==> src/hw/rtl/rdwr_pkg.sv <==
// shared types and constants of the random draw without replacement block
`default_nettype none

package rdwr_pkg;

  // table geometry
  localparam int unsigned POOL_DEPTH = 256;
  localparam int unsigned IDX_W      = $clog2(POOL_DEPTH);
  localparam int unsigned VAL_W      = 8;
  localparam int unsigned CNT_W      = 9;
  localparam int unsigned RND_W      = 31;

  // largest usable pool size
  localparam int unsigned SIZE_TOP_INT = (POOL_DEPTH < 256) ? POOL_DEPTH : 256;
  localparam logic [CNT_W-1:0] SIZE_TOP = CNT_W'(SIZE_TOP_INT);
  localparam logic [CNT_W-1:0] SIZE_MIN = CNT_W'(1);

  // serial remainder unit: one dividend bit per step
  localparam int unsigned DIV_STEPS = RND_W;
  localparam int unsigned DIV_CNT_W = $clog2(DIV_STEPS);

  // request codes
  typedef enum logic [1:0] {
    REQ_DRAW    = 2'd0,
    REQ_CANCEL  = 2'd1,
    REQ_RESTART = 2'd2
  } rdwr_req_e;

  // sequencer states
  typedef enum logic [2:0] {
    ST_IDLE,
    ST_DIVIDE,
    ST_RD_SLOT,
    ST_RD_LAST,
    ST_WR_SLOT,
    ST_WR_LAST,
    ST_DONE
  } rdwr_state_e;

  // input beat
  typedef struct packed {
    logic [1:0]       req_type;
    logic [RND_W-1:0] random_word;
  } rdwr_in_t;

  // output beat
  typedef struct packed {
    logic [VAL_W-1:0] drawn_value;
    logic             pool_empty;
    logic [CNT_W-1:0] remaining;
  } rdwr_out_t;

  // remainder unit request and response
  typedef struct packed {
    logic             start;
    logic [RND_W-1:0] dividend;
    logic [CNT_W-1:0] divisor;
  } rdwr_div_req_t;

  typedef struct packed {
    logic             done;
    logic [IDX_W-1:0] rem;
  } rdwr_div_rsp_t;

endpackage

`default_nettype wire

==> src/hw/rtl/rdwr_div.sv <==
// serial restoring remainder unit: random word modulo live count
`default_nettype none

module rdwr_div (
  input  wire logic                    clk_i,
  input  wire logic                    rst_ni,
  input  wire rdwr_pkg::rdwr_div_req_t req_i,
  output rdwr_pkg::rdwr_div_rsp_t      rsp_o
);

  logic                                busy_q, busy_d;
  logic                                done_q, done_d;
  logic [rdwr_pkg::DIV_CNT_W-1:0]      cnt_q, cnt_d;
  logic [rdwr_pkg::RND_W-1:0]          dvd_q, dvd_d;
  logic [rdwr_pkg::CNT_W-1:0]          dsr_q, dsr_d;
  logic [rdwr_pkg::CNT_W-1:0]          rem_q, rem_d;
  logic [rdwr_pkg::CNT_W:0]            trial;
  logic [rdwr_pkg::CNT_W:0]            dsr_ext;

  // one shift, compare and subtract step per cycle
  always_comb begin
    busy_d  = busy_q;
    done_d  = 1'b0;
    cnt_d   = cnt_q;
    dvd_d   = dvd_q;
    dsr_d   = dsr_q;
    rem_d   = rem_q;
    dsr_ext = {1'b0, dsr_q};
    trial   = {rem_q, dvd_q[rdwr_pkg::RND_W-1]};
    if (req_i.start) begin
      busy_d = 1'b1;
      cnt_d  = '0;
      dvd_d  = req_i.dividend;
      dsr_d  = req_i.divisor;
      rem_d  = '0;
    end else if (busy_q) begin
      if (trial >= dsr_ext) begin
        rem_d = rdwr_pkg::CNT_W'(trial - dsr_ext);
      end else begin
        rem_d = trial[rdwr_pkg::CNT_W-1:0];
      end
      dvd_d = {dvd_q[rdwr_pkg::RND_W-2:0], 1'b0};
      cnt_d = cnt_q + rdwr_pkg::DIV_CNT_W'(1);
      if (cnt_q == rdwr_pkg::DIV_CNT_W'(rdwr_pkg::DIV_STEPS - 1)) begin
        busy_d = 1'b0;
        done_d = 1'b1;
      end
    end
  end

  // control registers
  always_ff @(posedge clk_i or negedge rst_ni) begin
    if (!rst_ni) begin
      busy_q <= 1'b0;
      done_q <= 1'b0;
      cnt_q  <= '0;
    end else begin
      busy_q <= busy_d;
      done_q <= done_d;
      cnt_q  <= cnt_d;
    end
  end

  // datapath registers
  always_ff @(posedge clk_i) begin
    dvd_q <= dvd_d;
    dsr_q <= dsr_d;
    rem_q <= rem_d;
  end

  // remainder is below the divisor, so it fits a table index
  assign rsp_o.done = done_q;
  assign rsp_o.rem  = rem_q[rdwr_pkg::IDX_W-1:0];

endmodule

`default_nettype wire

==> src/hw/rtl/random_draw_without_replacement.sv <==
// top level: random draw without replacement over a swap table
//
// Usage: each input beat carries req_type and random_word. A draw reduces
// random_word modulo the live count in a serial remainder unit (one bit per
// cycle), reads the picked slot and the last live slot from the table
// memory, then writes the swapped pair back, picked slot first. Cancel,
// restart, an unknown request and a draw on an empty pool skip these steps.
// The next input beat is taken only once the result has been loaded into
// the output register. The remainder unit and the single table port set
// the draw timing. One item is in work at a time;
// in_stall_o is high while an item is in work.
// Every request gives exactly one output beat. The result sits in an output
// register; while out_stall_i holds it, the next item is still accepted and
// worked, and its result waits until the register frees up.
// pool_size is written through cfg_we_i / cfg_wdata_i and becomes active
// only on a restart request. After reset the pool size is 256, the table
// holds the identity permutation (per-entry valid bits, no clearing pass)
// and all values remain. A restart refills the identity by clearing the valid bits.
`default_nettype none

module random_draw_without_replacement (
  input  wire logic                        clk_i,
  input  wire logic                        rst_ni,
  input  wire logic                        cfg_we_i,
  input  wire logic [rdwr_pkg::CNT_W-1:0]  cfg_wdata_i,
  input  wire logic                        in_valid_i,
  output logic                             in_stall_o,
  input  wire rdwr_pkg::rdwr_in_t          in_data_i,
  output logic                             out_valid_o,
  input  wire logic                        out_stall_i,
  output rdwr_pkg::rdwr_out_t              out_data_o
);

  rdwr_pkg::rdwr_state_e              state_q, state_d;
  logic [rdwr_pkg::CNT_W-1:0]         pool_size_q;
  logic [rdwr_pkg::CNT_W-1:0]         active_q, active_d;
  logic [rdwr_pkg::CNT_W-1:0]         live_q, live_d;
  logic [rdwr_pkg::CNT_W-1:0]         live_m1;
  logic [rdwr_pkg::CNT_W-1:0]         size_n;
  logic [rdwr_pkg::POOL_DEPTH-1:0]    vld_q;
  logic                               vld_clr;
  logic                               mem_we;
  logic [rdwr_pkg::IDX_W-1:0]         mem_wa;
  logic [rdwr_pkg::VAL_W-1:0]         mem_wd;
  logic [rdwr_pkg::IDX_W-1:0]         mem_ra;
  logic [rdwr_pkg::VAL_W-1:0]         mem_q [rdwr_pkg::POOL_DEPTH];
  logic [rdwr_pkg::VAL_W-1:0]         rd_q;
  logic                               rd_vld_q;
  logic [rdwr_pkg::IDX_W-1:0]         slot_q, slot_d;
  logic [rdwr_pkg::IDX_W-1:0]         last_q, last_d;
  logic [rdwr_pkg::VAL_W-1:0]         picked_q, picked_d;
  rdwr_pkg::rdwr_out_t                res_q, res_d;
  rdwr_pkg::rdwr_out_t                out_q;
  logic                               out_vld_q, out_vld_d;
  logic                               out_load;
  logic                               in_acc;
  rdwr_pkg::rdwr_div_req_t            div_req;
  rdwr_pkg::rdwr_div_rsp_t            div_rsp;

  // serial remainder unit
  rdwr_div u_div (
    .clk_i  (clk_i),
    .rst_ni (rst_ni),
    .req_i  (div_req),
    .rsp_o  (div_rsp)
  );

  // handshake and helpers
  assign in_stall_o = (state_q != rdwr_pkg::ST_IDLE);
  assign in_acc     = in_valid_i && (state_q == rdwr_pkg::ST_IDLE);
  assign out_load   = (state_q == rdwr_pkg::ST_DONE) && (!out_vld_q || !out_stall_i);
  assign out_vld_d  = out_load || (out_vld_q && out_stall_i);
  assign live_m1    = live_q - rdwr_pkg::CNT_W'(1);

  // clamp the requested pool size
  always_comb begin
    if (pool_size_q < rdwr_pkg::SIZE_MIN) begin
      size_n = rdwr_pkg::SIZE_MIN;
    end else if (pool_size_q > rdwr_pkg::SIZE_TOP) begin
      size_n = rdwr_pkg::SIZE_TOP;
    end else begin
      size_n = pool_size_q;
    end
  end

  // sequencer: next state, datapath controls
  always_comb begin
    state_d  = state_q;
    active_d = active_q;
    live_d   = live_q;
    vld_clr  = 1'b0;
    mem_we   = 1'b0;
    mem_wa   = slot_q;
    mem_wd   = picked_q;
    mem_ra   = slot_q;
    slot_d   = slot_q;
    last_d   = last_q;
    picked_d = picked_q;
    res_d    = res_q;
    div_req  = '0;
    unique case (state_q)
      rdwr_pkg::ST_IDLE: begin
        if (in_acc) begin
          res_d = '0;
          state_d = rdwr_pkg::ST_DONE;
          case (in_data_i.req_type)
            rdwr_pkg::REQ_DRAW: begin
              if (live_q == '0) begin
                res_d.pool_empty = 1'b1;
                res_d.remaining  = live_q;
              end else begin
                div_req.start    = 1'b1;
                div_req.dividend = in_data_i.random_word;
                div_req.divisor  = live_q;
                state_d          = rdwr_pkg::ST_DIVIDE;
              end
            end
            rdwr_pkg::REQ_CANCEL: begin
              if (live_q < active_q) begin
                live_d = live_q + rdwr_pkg::CNT_W'(1);
              end
              res_d.remaining = live_d;
            end
            rdwr_pkg::REQ_RESTART: begin
              active_d        = size_n;
              live_d          = size_n;
              vld_clr         = 1'b1;
              res_d.remaining = size_n;
            end
            default: begin
              res_d.remaining = live_q;
            end
          endcase
        end
      end
      rdwr_pkg::ST_DIVIDE: begin
        if (div_rsp.done) begin
          slot_d  = div_rsp.rem;
          last_d  = live_m1[rdwr_pkg::IDX_W-1:0];
          state_d = rdwr_pkg::ST_RD_SLOT;
        end
      end
      rdwr_pkg::ST_RD_SLOT: begin
        mem_ra  = slot_q;
        state_d = rdwr_pkg::ST_RD_LAST;
      end
      rdwr_pkg::ST_RD_LAST: begin
        mem_ra   = last_q;
        picked_d = rd_vld_q ? rd_q : rdwr_pkg::VAL_W'(slot_q);
        state_d  = rdwr_pkg::ST_WR_SLOT;
      end
      rdwr_pkg::ST_WR_SLOT: begin
        mem_we  = 1'b1;
        mem_wa  = slot_q;
        mem_wd  = rd_vld_q ? rd_q : rdwr_pkg::VAL_W'(last_q);
        state_d = rdwr_pkg::ST_WR_LAST;
      end
      rdwr_pkg::ST_WR_LAST: begin
        mem_we            = 1'b1;
        mem_wa            = last_q;
        mem_wd            = picked_q;
        live_d            = live_m1;
        res_d.drawn_value = picked_q;
        res_d.pool_empty  = 1'b0;
        res_d.remaining   = live_m1;
        state_d           = rdwr_pkg::ST_DONE;
      end
      rdwr_pkg::ST_DONE: begin
        if (out_load) begin
          state_d = rdwr_pkg::ST_IDLE;
        end
      end
      default: begin
        state_d = rdwr_pkg::ST_IDLE;
      end
    endcase
  end

  // state register
  always_ff @(posedge clk_i or negedge rst_ni) begin
    if (!rst_ni) begin
      state_q <= rdwr_pkg::ST_IDLE;
    end else begin
      state_q <= state_d;
    end
  end

  // pool size register, counts and output valid
  always_ff @(posedge clk_i or negedge rst_ni) begin
    if (!rst_ni) begin
      pool_size_q <= rdwr_pkg::CNT_W'(256);
      active_q    <= rdwr_pkg::SIZE_TOP;
      live_q      <= rdwr_pkg::SIZE_TOP;
      out_vld_q   <= 1'b0;
    end else begin
      if (cfg_we_i) begin
        pool_size_q <= cfg_wdata_i;
      end
      active_q  <= active_d;
      live_q    <= live_d;
      out_vld_q <= out_vld_d;
    end
  end

  // per-entry written flags, cleared by reset and restart
  always_ff @(posedge clk_i or negedge rst_ni) begin
    if (!rst_ni) begin
      vld_q <= '0;
    end else if (vld_clr) begin
      vld_q <= '0;
    end else if (mem_we) begin
      vld_q[mem_wa] <= 1'b1;
    end
  end

  // table memory, one write and one registered read per cycle
  always_ff @(posedge clk_i) begin
    if (mem_we) begin
      mem_q[mem_wa] <= mem_wd;
    end
    rd_q     <= mem_q[mem_ra];
    rd_vld_q <= vld_q[mem_ra];
  end

  // working and result registers
  always_ff @(posedge clk_i) begin
    slot_q   <= slot_d;
    last_q   <= last_d;
    picked_q <= picked_d;
    res_q    <= res_d;
    if (out_load) begin
      out_q <= res_q;
    end
  end

  assign out_valid_o = out_vld_q;
  assign out_data_o  = out_q;

endmodule

`default_nettype wire

==> config.mk <==
export PLATFORM = sky130hd
export DESIGN_NAME = random_draw_without_replacement
export DESIGN_NICKNAME = d
export VERILOG_FILES = /design/src/hw/rtl/rdwr_pkg.sv /design/src/hw/rtl/rdwr_div.sv /design/src/hw/rtl/random_draw_without_replacement.sv
export SDC_FILE = /design/constraint.sdc
export NUM_CORES = 2
export LEC_CHECK = 0
export BUFFER_PORTS_ARGS = -buffer_cell sky130_fd_sc_hd__buf_2
export CAP_MARGIN = 0
export CORE_MARGIN = 2
export CORE_UTILIZATION = 60
export DETAILED_ROUTE_END_ITERATION = 6
export HOLD_SLACK_MARGIN = 0.02
export PLACE_DENSITY_LB_ADDON = 0.05
export SYNTH_ARGS = -nofsm -noshare
export SYNTH_HDL_FRONTEND = slang
export SYNTH_SLANG_ARGS = --single-unit
==> constraint.sdc <==
create_clock -name clk_i -period 17.1 [get_ports clk_i]
set_input_delay 0.855 -clock clk_i [delete_from_list [all_inputs] [get_ports clk_i]]
set_output_delay 0.855 -clock clk_i [all_outputs]
set_load 0.05 [all_outputs]
After elaboration in Yosys (flattened, before gate mapping) --
Memory sizes are Yosys's and may differ from the RTL's. A register that Yosys moved wholly into a read port is not among the register bits. Index checks and enable logic that the tools add are counted.
Operators by class: reductions and logical operators 22, add/subtract/negate cells 4, equality and inequality tests 13, bitwise logic cells 4, $lt $le $gt $ge 7, multiplexer cells 49
Operator list (number):
- 2-to-1 mux 256 bit | 2
- OR 256 bit | 1
- 2-to-1 mux 41 bit | 4
- 2-to-1 mux 31 bit | 2
- 2-to-1 mux 9 bit | 5
- 2-to-1 mux 8 bit | 5
- one-hot mux 18 bit (2 select lines) | 1
- one-hot mux 9 bit (2 select lines) | 2
- one-hot mux 9 bit (3 select lines) | 1
- one-hot mux 3 bit (7 select lines) | 1
- less-than comparator 8 x 9 -> 1 bit, second input constant | 2
- 2-to-1 mux 18 bit | 1
- 2-to-1 mux 1 bit | 15
- 2-to-1 mux 3 bit | 5
- greater-or-equal comparator 10 x 9 -> 1 bit | 1
- 2-to-1 mux 10 bit | 1
- 2-to-1 mux 5 bit | 2
- adder 9 x 1 -> 9 bit, second input constant | 1
- equality test 3 bit, second input constant | 3
- greater-than comparator 9 bit, second input constant | 1
- logical NOT 9 bit | 1
- less-than comparator 9 x 1 -> 1 bit, second input constant | 1
- less-than comparator 9 bit | 1
- AND reduction 3 bit | 3
- other kinds (25) | 37
Word-level totals: flip-flop bits (word level) 404, memories 1, output and inout port bits 20, input port bits 47, bits in writable memories 2048
Memories:
- mem_q | words 256, bits a word 8, read ports 1, clocked after memory_dff 1, wr ports 1, line random_draw_without_replacement.sv:46 | logic [rdwr_pkg::VAL_W-1:0] mem_q [rdwr_pkg::POOL_DEPTH];

Depth between registers and ports, before layout --
depth in word-level cells 9, mapped depth 14, depth with buffers taken out 12

By module --
A second synthesis with hierarchy kept.
Second synthesis, totals: cells, all modules 7735, area total of the unflattened synthesis 100113.5 µm²
By module, submodules not included:
- random_draw_without_replacement | area each 97254.5 µm², cells each 7510, instances 1, sequential area each 70666.5 µm²
- rdwr_div | area each 2859.0 µm², cells each 225, instances 1, sequential area each 1556.5 µm²

Worst setup path after synthesis --
No wires, ideal clock.
path type reg2reg, start point reg state_q[1], end point mem mem_q[0][5] (netlist bit) (data pin), arrival 8243 ps, setup slack 7278 ps, setup time 1579 ps, cell stages (with the launch flop) 7, path through dfrtp_1 -> clkbuf_1 -> nand2b_1 -> nor2_1 -> clkbuf_1 -> nor2_1 -> a21oi_1
On the way: cells in the longest elaborated chain, start to end 2
RTL lines:
- from (decl) | line random_draw_without_replacement.sv:34 | rdwr_pkg::rdwr_state_e state_q, state_d;
- from (signal assigned) | line random_draw_without_replacement.sv:182 | state_q <= rdwr_pkg::ST_IDLE;
- from (signal assigned) | line random_draw_without_replacement.sv:184 | state_q <= state_d;
- equality test 3 bit | line random_draw_without_replacement.sv:101 | unique case (state_q)
- 2-to-1 mux 8 bit | line random_draw_without_replacement.sv:101
- net mem_wd, one bit | line random_draw_without_replacement.sv:44 | logic [rdwr_pkg::VAL_W-1:0] mem_wd;
- to (decl) | line random_draw_without_replacement.sv:46
The timed path passes the listed nets, and every way through them passes these cells.

Worst setup path in the final report --
start point reg state_q[0], end point reg rd_q[2] (netlist bit), read port of mem_q
On the way: cells in the longest elaborated chain, start to end 2
RTL lines:
- equality test 3 x 2 -> 1 bit | line random_draw_without_replacement.sv:101
- 2-to-1 mux 8 bit | line random_draw_without_replacement.sv:101
- to (decl) | line random_draw_without_replacement.sv:47 | logic [rdwr_pkg::VAL_W-1:0] rd_q;
No other way between the ends. A chain may end at the register's enable or synchronous reset.

==> flow_summary_export.csv <==
group,metric,value,unit
setup_path,cp.arrival,6910,ps
worst_hold_path,hold_class,"input port to flip-flop",
clocking,cts-htree-levels,4,
detailed_routing,drt_iter0_drc,10601,
setup_path,worstSetupEndpointType,"flip-flop",
global_route,grt_max_degree,225,
clocking,clock_path_buffers,3,
detailed_routing,wl,314000,um
detailed_routing,drt-wirelength-per-cell,29.9,um
floorplan,die_w,411,um
yosys,synth.area.mux_share,0.0197,
floorplan,fp-row-count,149,
place,globalplace.congestion,0.947,
detailed_routing,vias,68448,
global_route,grt_pass1_wl,451000,um
outcome,violations,"DRC",
flow_run,drv_cap,0,
clocking,cts_tree,"built",
yosys,yosys_warnings,0,
sta,finalCritPeriodShare,0.363,
floorplan,die_area,169000,um^2
sta,finalSetupViolCount,0,
yosys,yosysUniqueCellTypes,79,
yosys,yosysMostFrequentCell,"nand2_1",
finish,fin_nets,8163,
detailed_routing,drt-vias-per-instance,6.52,
finish,register_area,72200,um^2
clocking,cts-buffers-inserted,238,
finish,n_fill_cell,12187,
floorplan,core_area,165000,um^2
detailed_routing,drc,1,
yosys,synth_async_sr_flop_share,0.120,
detailed_routing,firstDrtPassIters,7,
yosys,yosysSeqAreaShare,0.725,
pwr,power_density,155,nW/um^2
sta,hold_viol,0,
sta,max_slew_margin,0.0227,
yosys,synthFlopType,"edfxtp_1",
detailed_routing,ant_nets,0,
pwr,p_leak,38.5,nW
global_route,grt_remaining_overflow,0,
sta,layout_min_cycle_time,6200,ps
pwr,p_total,17.0,mW
place,dp_hpwl,187000,um
finish,area_delta_synth_final,10.4,%
yosys,netlist_area,99600,um^2
sta,slew_violations,0,
setup_path,reg2regPathDepth,13,
place,port_buffers,66,
setup_path,critPathLaunchType,"flip-flop",
floorplan,io_pins,67,
sta,setup_tns,0,ps
floorplan,die_h,411,um
clocking,cts_root_buffer,"clkbuf_16",
sta,worst_pin_slew,1460,ps
setup_path,crit_fanout,144,
sta,skew,35.9,ps
sta,rsz0062_at_grt,"no",
setup_path,worstPathRequired,17810,ps
clocking,clk_pin_slew_worst_paths,60,ps
yosys,synth_common_cells,"nand2_1, edfxtp_1, nor2_1",
yosys,synth_top_cell_area_share,0.648,
place,place_ws,11230,ps
clocking,worstSkewPairLatency,890,ps
yosys,synth-compound-area-share,0.0449,
yosys,netlist_instances,8135,
worst_hold_path,holdPathStages,3,
yosys,synth_nets,8205,
yosys,yosys.area_share.simple,0.181,
yosys,synthAdderAreaFrac,0.00297,
finish,multi_input_comb_area,25300,um^2
setup_path,path_class,"flip-flop to flip-flop",
yosys,synth-xor-area-share,0.00150,
finish,layout-drive-gt1-share,0.0877,
clocking,cts_sinks,2460,
yosys,ys_seq_elements,2460,
yosys,synth_edf_count,2148,
pwr,irDropWorstVdd,0.000205,V
yosys,syn_avg_cell_area,12.2,um^2
global_route,track_usage,0.371,
yosys,synth_top_family_by_area,"simple AND/OR/NAND/NOR gates",
yosys,synth_area_leaders,"edfxtp_1, nand2_1, dfrtp_1",
sta,fin_ws,10900,ps
outcome,status,"finished with violations",
global_route,grt_pass1_vias,63974,
floorplan,initial_utilization,0.604,
global_route,antenna_found_initial,9,
yosys,synth.largest_area_cell,"edfxtp_1",
sta,max_freq,161,MHz
final cells by class:
class                      instances  area share
clock buffer                     333      0.0608
clock inverter                   119     0.00962
tap                             2189      0.0249
timing repair buffer             233      0.0163
sequential                      2460       0.657
inverter                          36     0.00123
multi-input combinational       5124       0.230
antenna                           11    0.000250
layer usage:
metal  vias to the layer above  routed length, um  part of all wire  track usage
met3                       867              40500              0.13        0.112
li1                      29196                  -                 -            -
met1                     33932             118000              0.37        0.512
met4                        12              17800             0.057        0.182
met2                      4441             138000              0.44        0.541
met5                         -                103           0.00033      0.00141
report_power, final:
group | internal [mW] | leakage (nW) | switching [mW]
sequential | 7.80 | 23.2 | 0.311
combinational | 0.856 | 11.5 | 2.82
clock | 2.98 | 3.81 | 2.25
total | 11.6 | 38.5 | 5.38
registers in the layout (all words and copies together) (netlist names), 9 cells and up:
register	flops
mem_q	2048
vld_q	256
res_q	18
active_q	9
out_data_o	18
u_div.rem_q	9
u_div.dsr_q	9
live_q	9
pool_size_q	9
u_div.dvd_q	31
final timing paths:
kind | startpoint | end | slack [ps]
max reg2reg | state_q[0] | rd_q[2] | 10900
max in group asynchronous | rst_ni | vld_q[161] | 14420
min | cfg_wdata_i[0] | pool_size_q[0] | 210
min reg2reg | res_q[12] | out_data_o[12] | 410
min in group asynchronous | rst_ni | vld_q[18] | 580
max | state_q[0] | rd_q[2] | 10900
critical path, stage by stage (launching register included):
cell	delay, ps
dfrtp_1	600
nand3b_1	190
buf_4	650
mux2_8	680
buf_12	310
nor2_4	180
buf_4	450
buf_4	610
nand3_1	140
nand4_1	280
o31ai_1	230
or3_1	400
nor4_1	1040
nand3_1	130
cells by family (layout without fill, tap and decap cells):
kind of cell,Yosys count,in the layout
simple gates,4266,4266
compound gates,659,659
other cells,0,11
fa+ha+maj,23,23
buf+inv,551,721
flops,2460,2460
xor+xnor,17,17
mux,159,159
timing repair:
item,CTS,global route
endpoints found under the hold margin,15,0
setup endpoints to repair,0,0
resized for setup,0,0
hold buffers,1,0
setup buffers,0,0
placed cells by master (no fill, tap or decap), drive strengths merged, types with 8 or more instances in the layout:
cell    instances
xor2           12
mux4           22
mux2i          82
buf           231
nor3           34
inv            38
a211oi         17
nor2          851
mux2           55
nor2b          15
clkinv         95
a32o           10
o21ai          52
dfxtp          18
and3           80
o22ai          15
a21oi         110
a311oi         37
diode          11
ha             22
a31oi         238
nor4           37
a32oi          34
or3             8
nand2b         16
nand3b          8
nand2        2223
a21o            9
bufinv         18
clkbuf        333
a41oi          22
nand3         795
edfxtp       2148
o31ai          13
o211ai         26
nand4         167
dfrtp         291
and2           14
stage by stage:
| stage | instance area (um^2) | cells | utilization | hold slack (ps) |
|---|---|---|---|---|
| floorplan | 99600 | 8135 | - | 400 |
| global route | 110000 | 10494 | 0.667 | 199 |
| global placement | 102000 | 10036 | 0.620 | 407 |
| CTS | 110000 | 10494 | 0.667 | 154 |
| finish | 110000 | 10505 | 0.667 | 213 |
| detailed placement | 102000 | 10041 | 0.620 | 405 |
No activity file was read; power rests on OpenSTA's default activity.
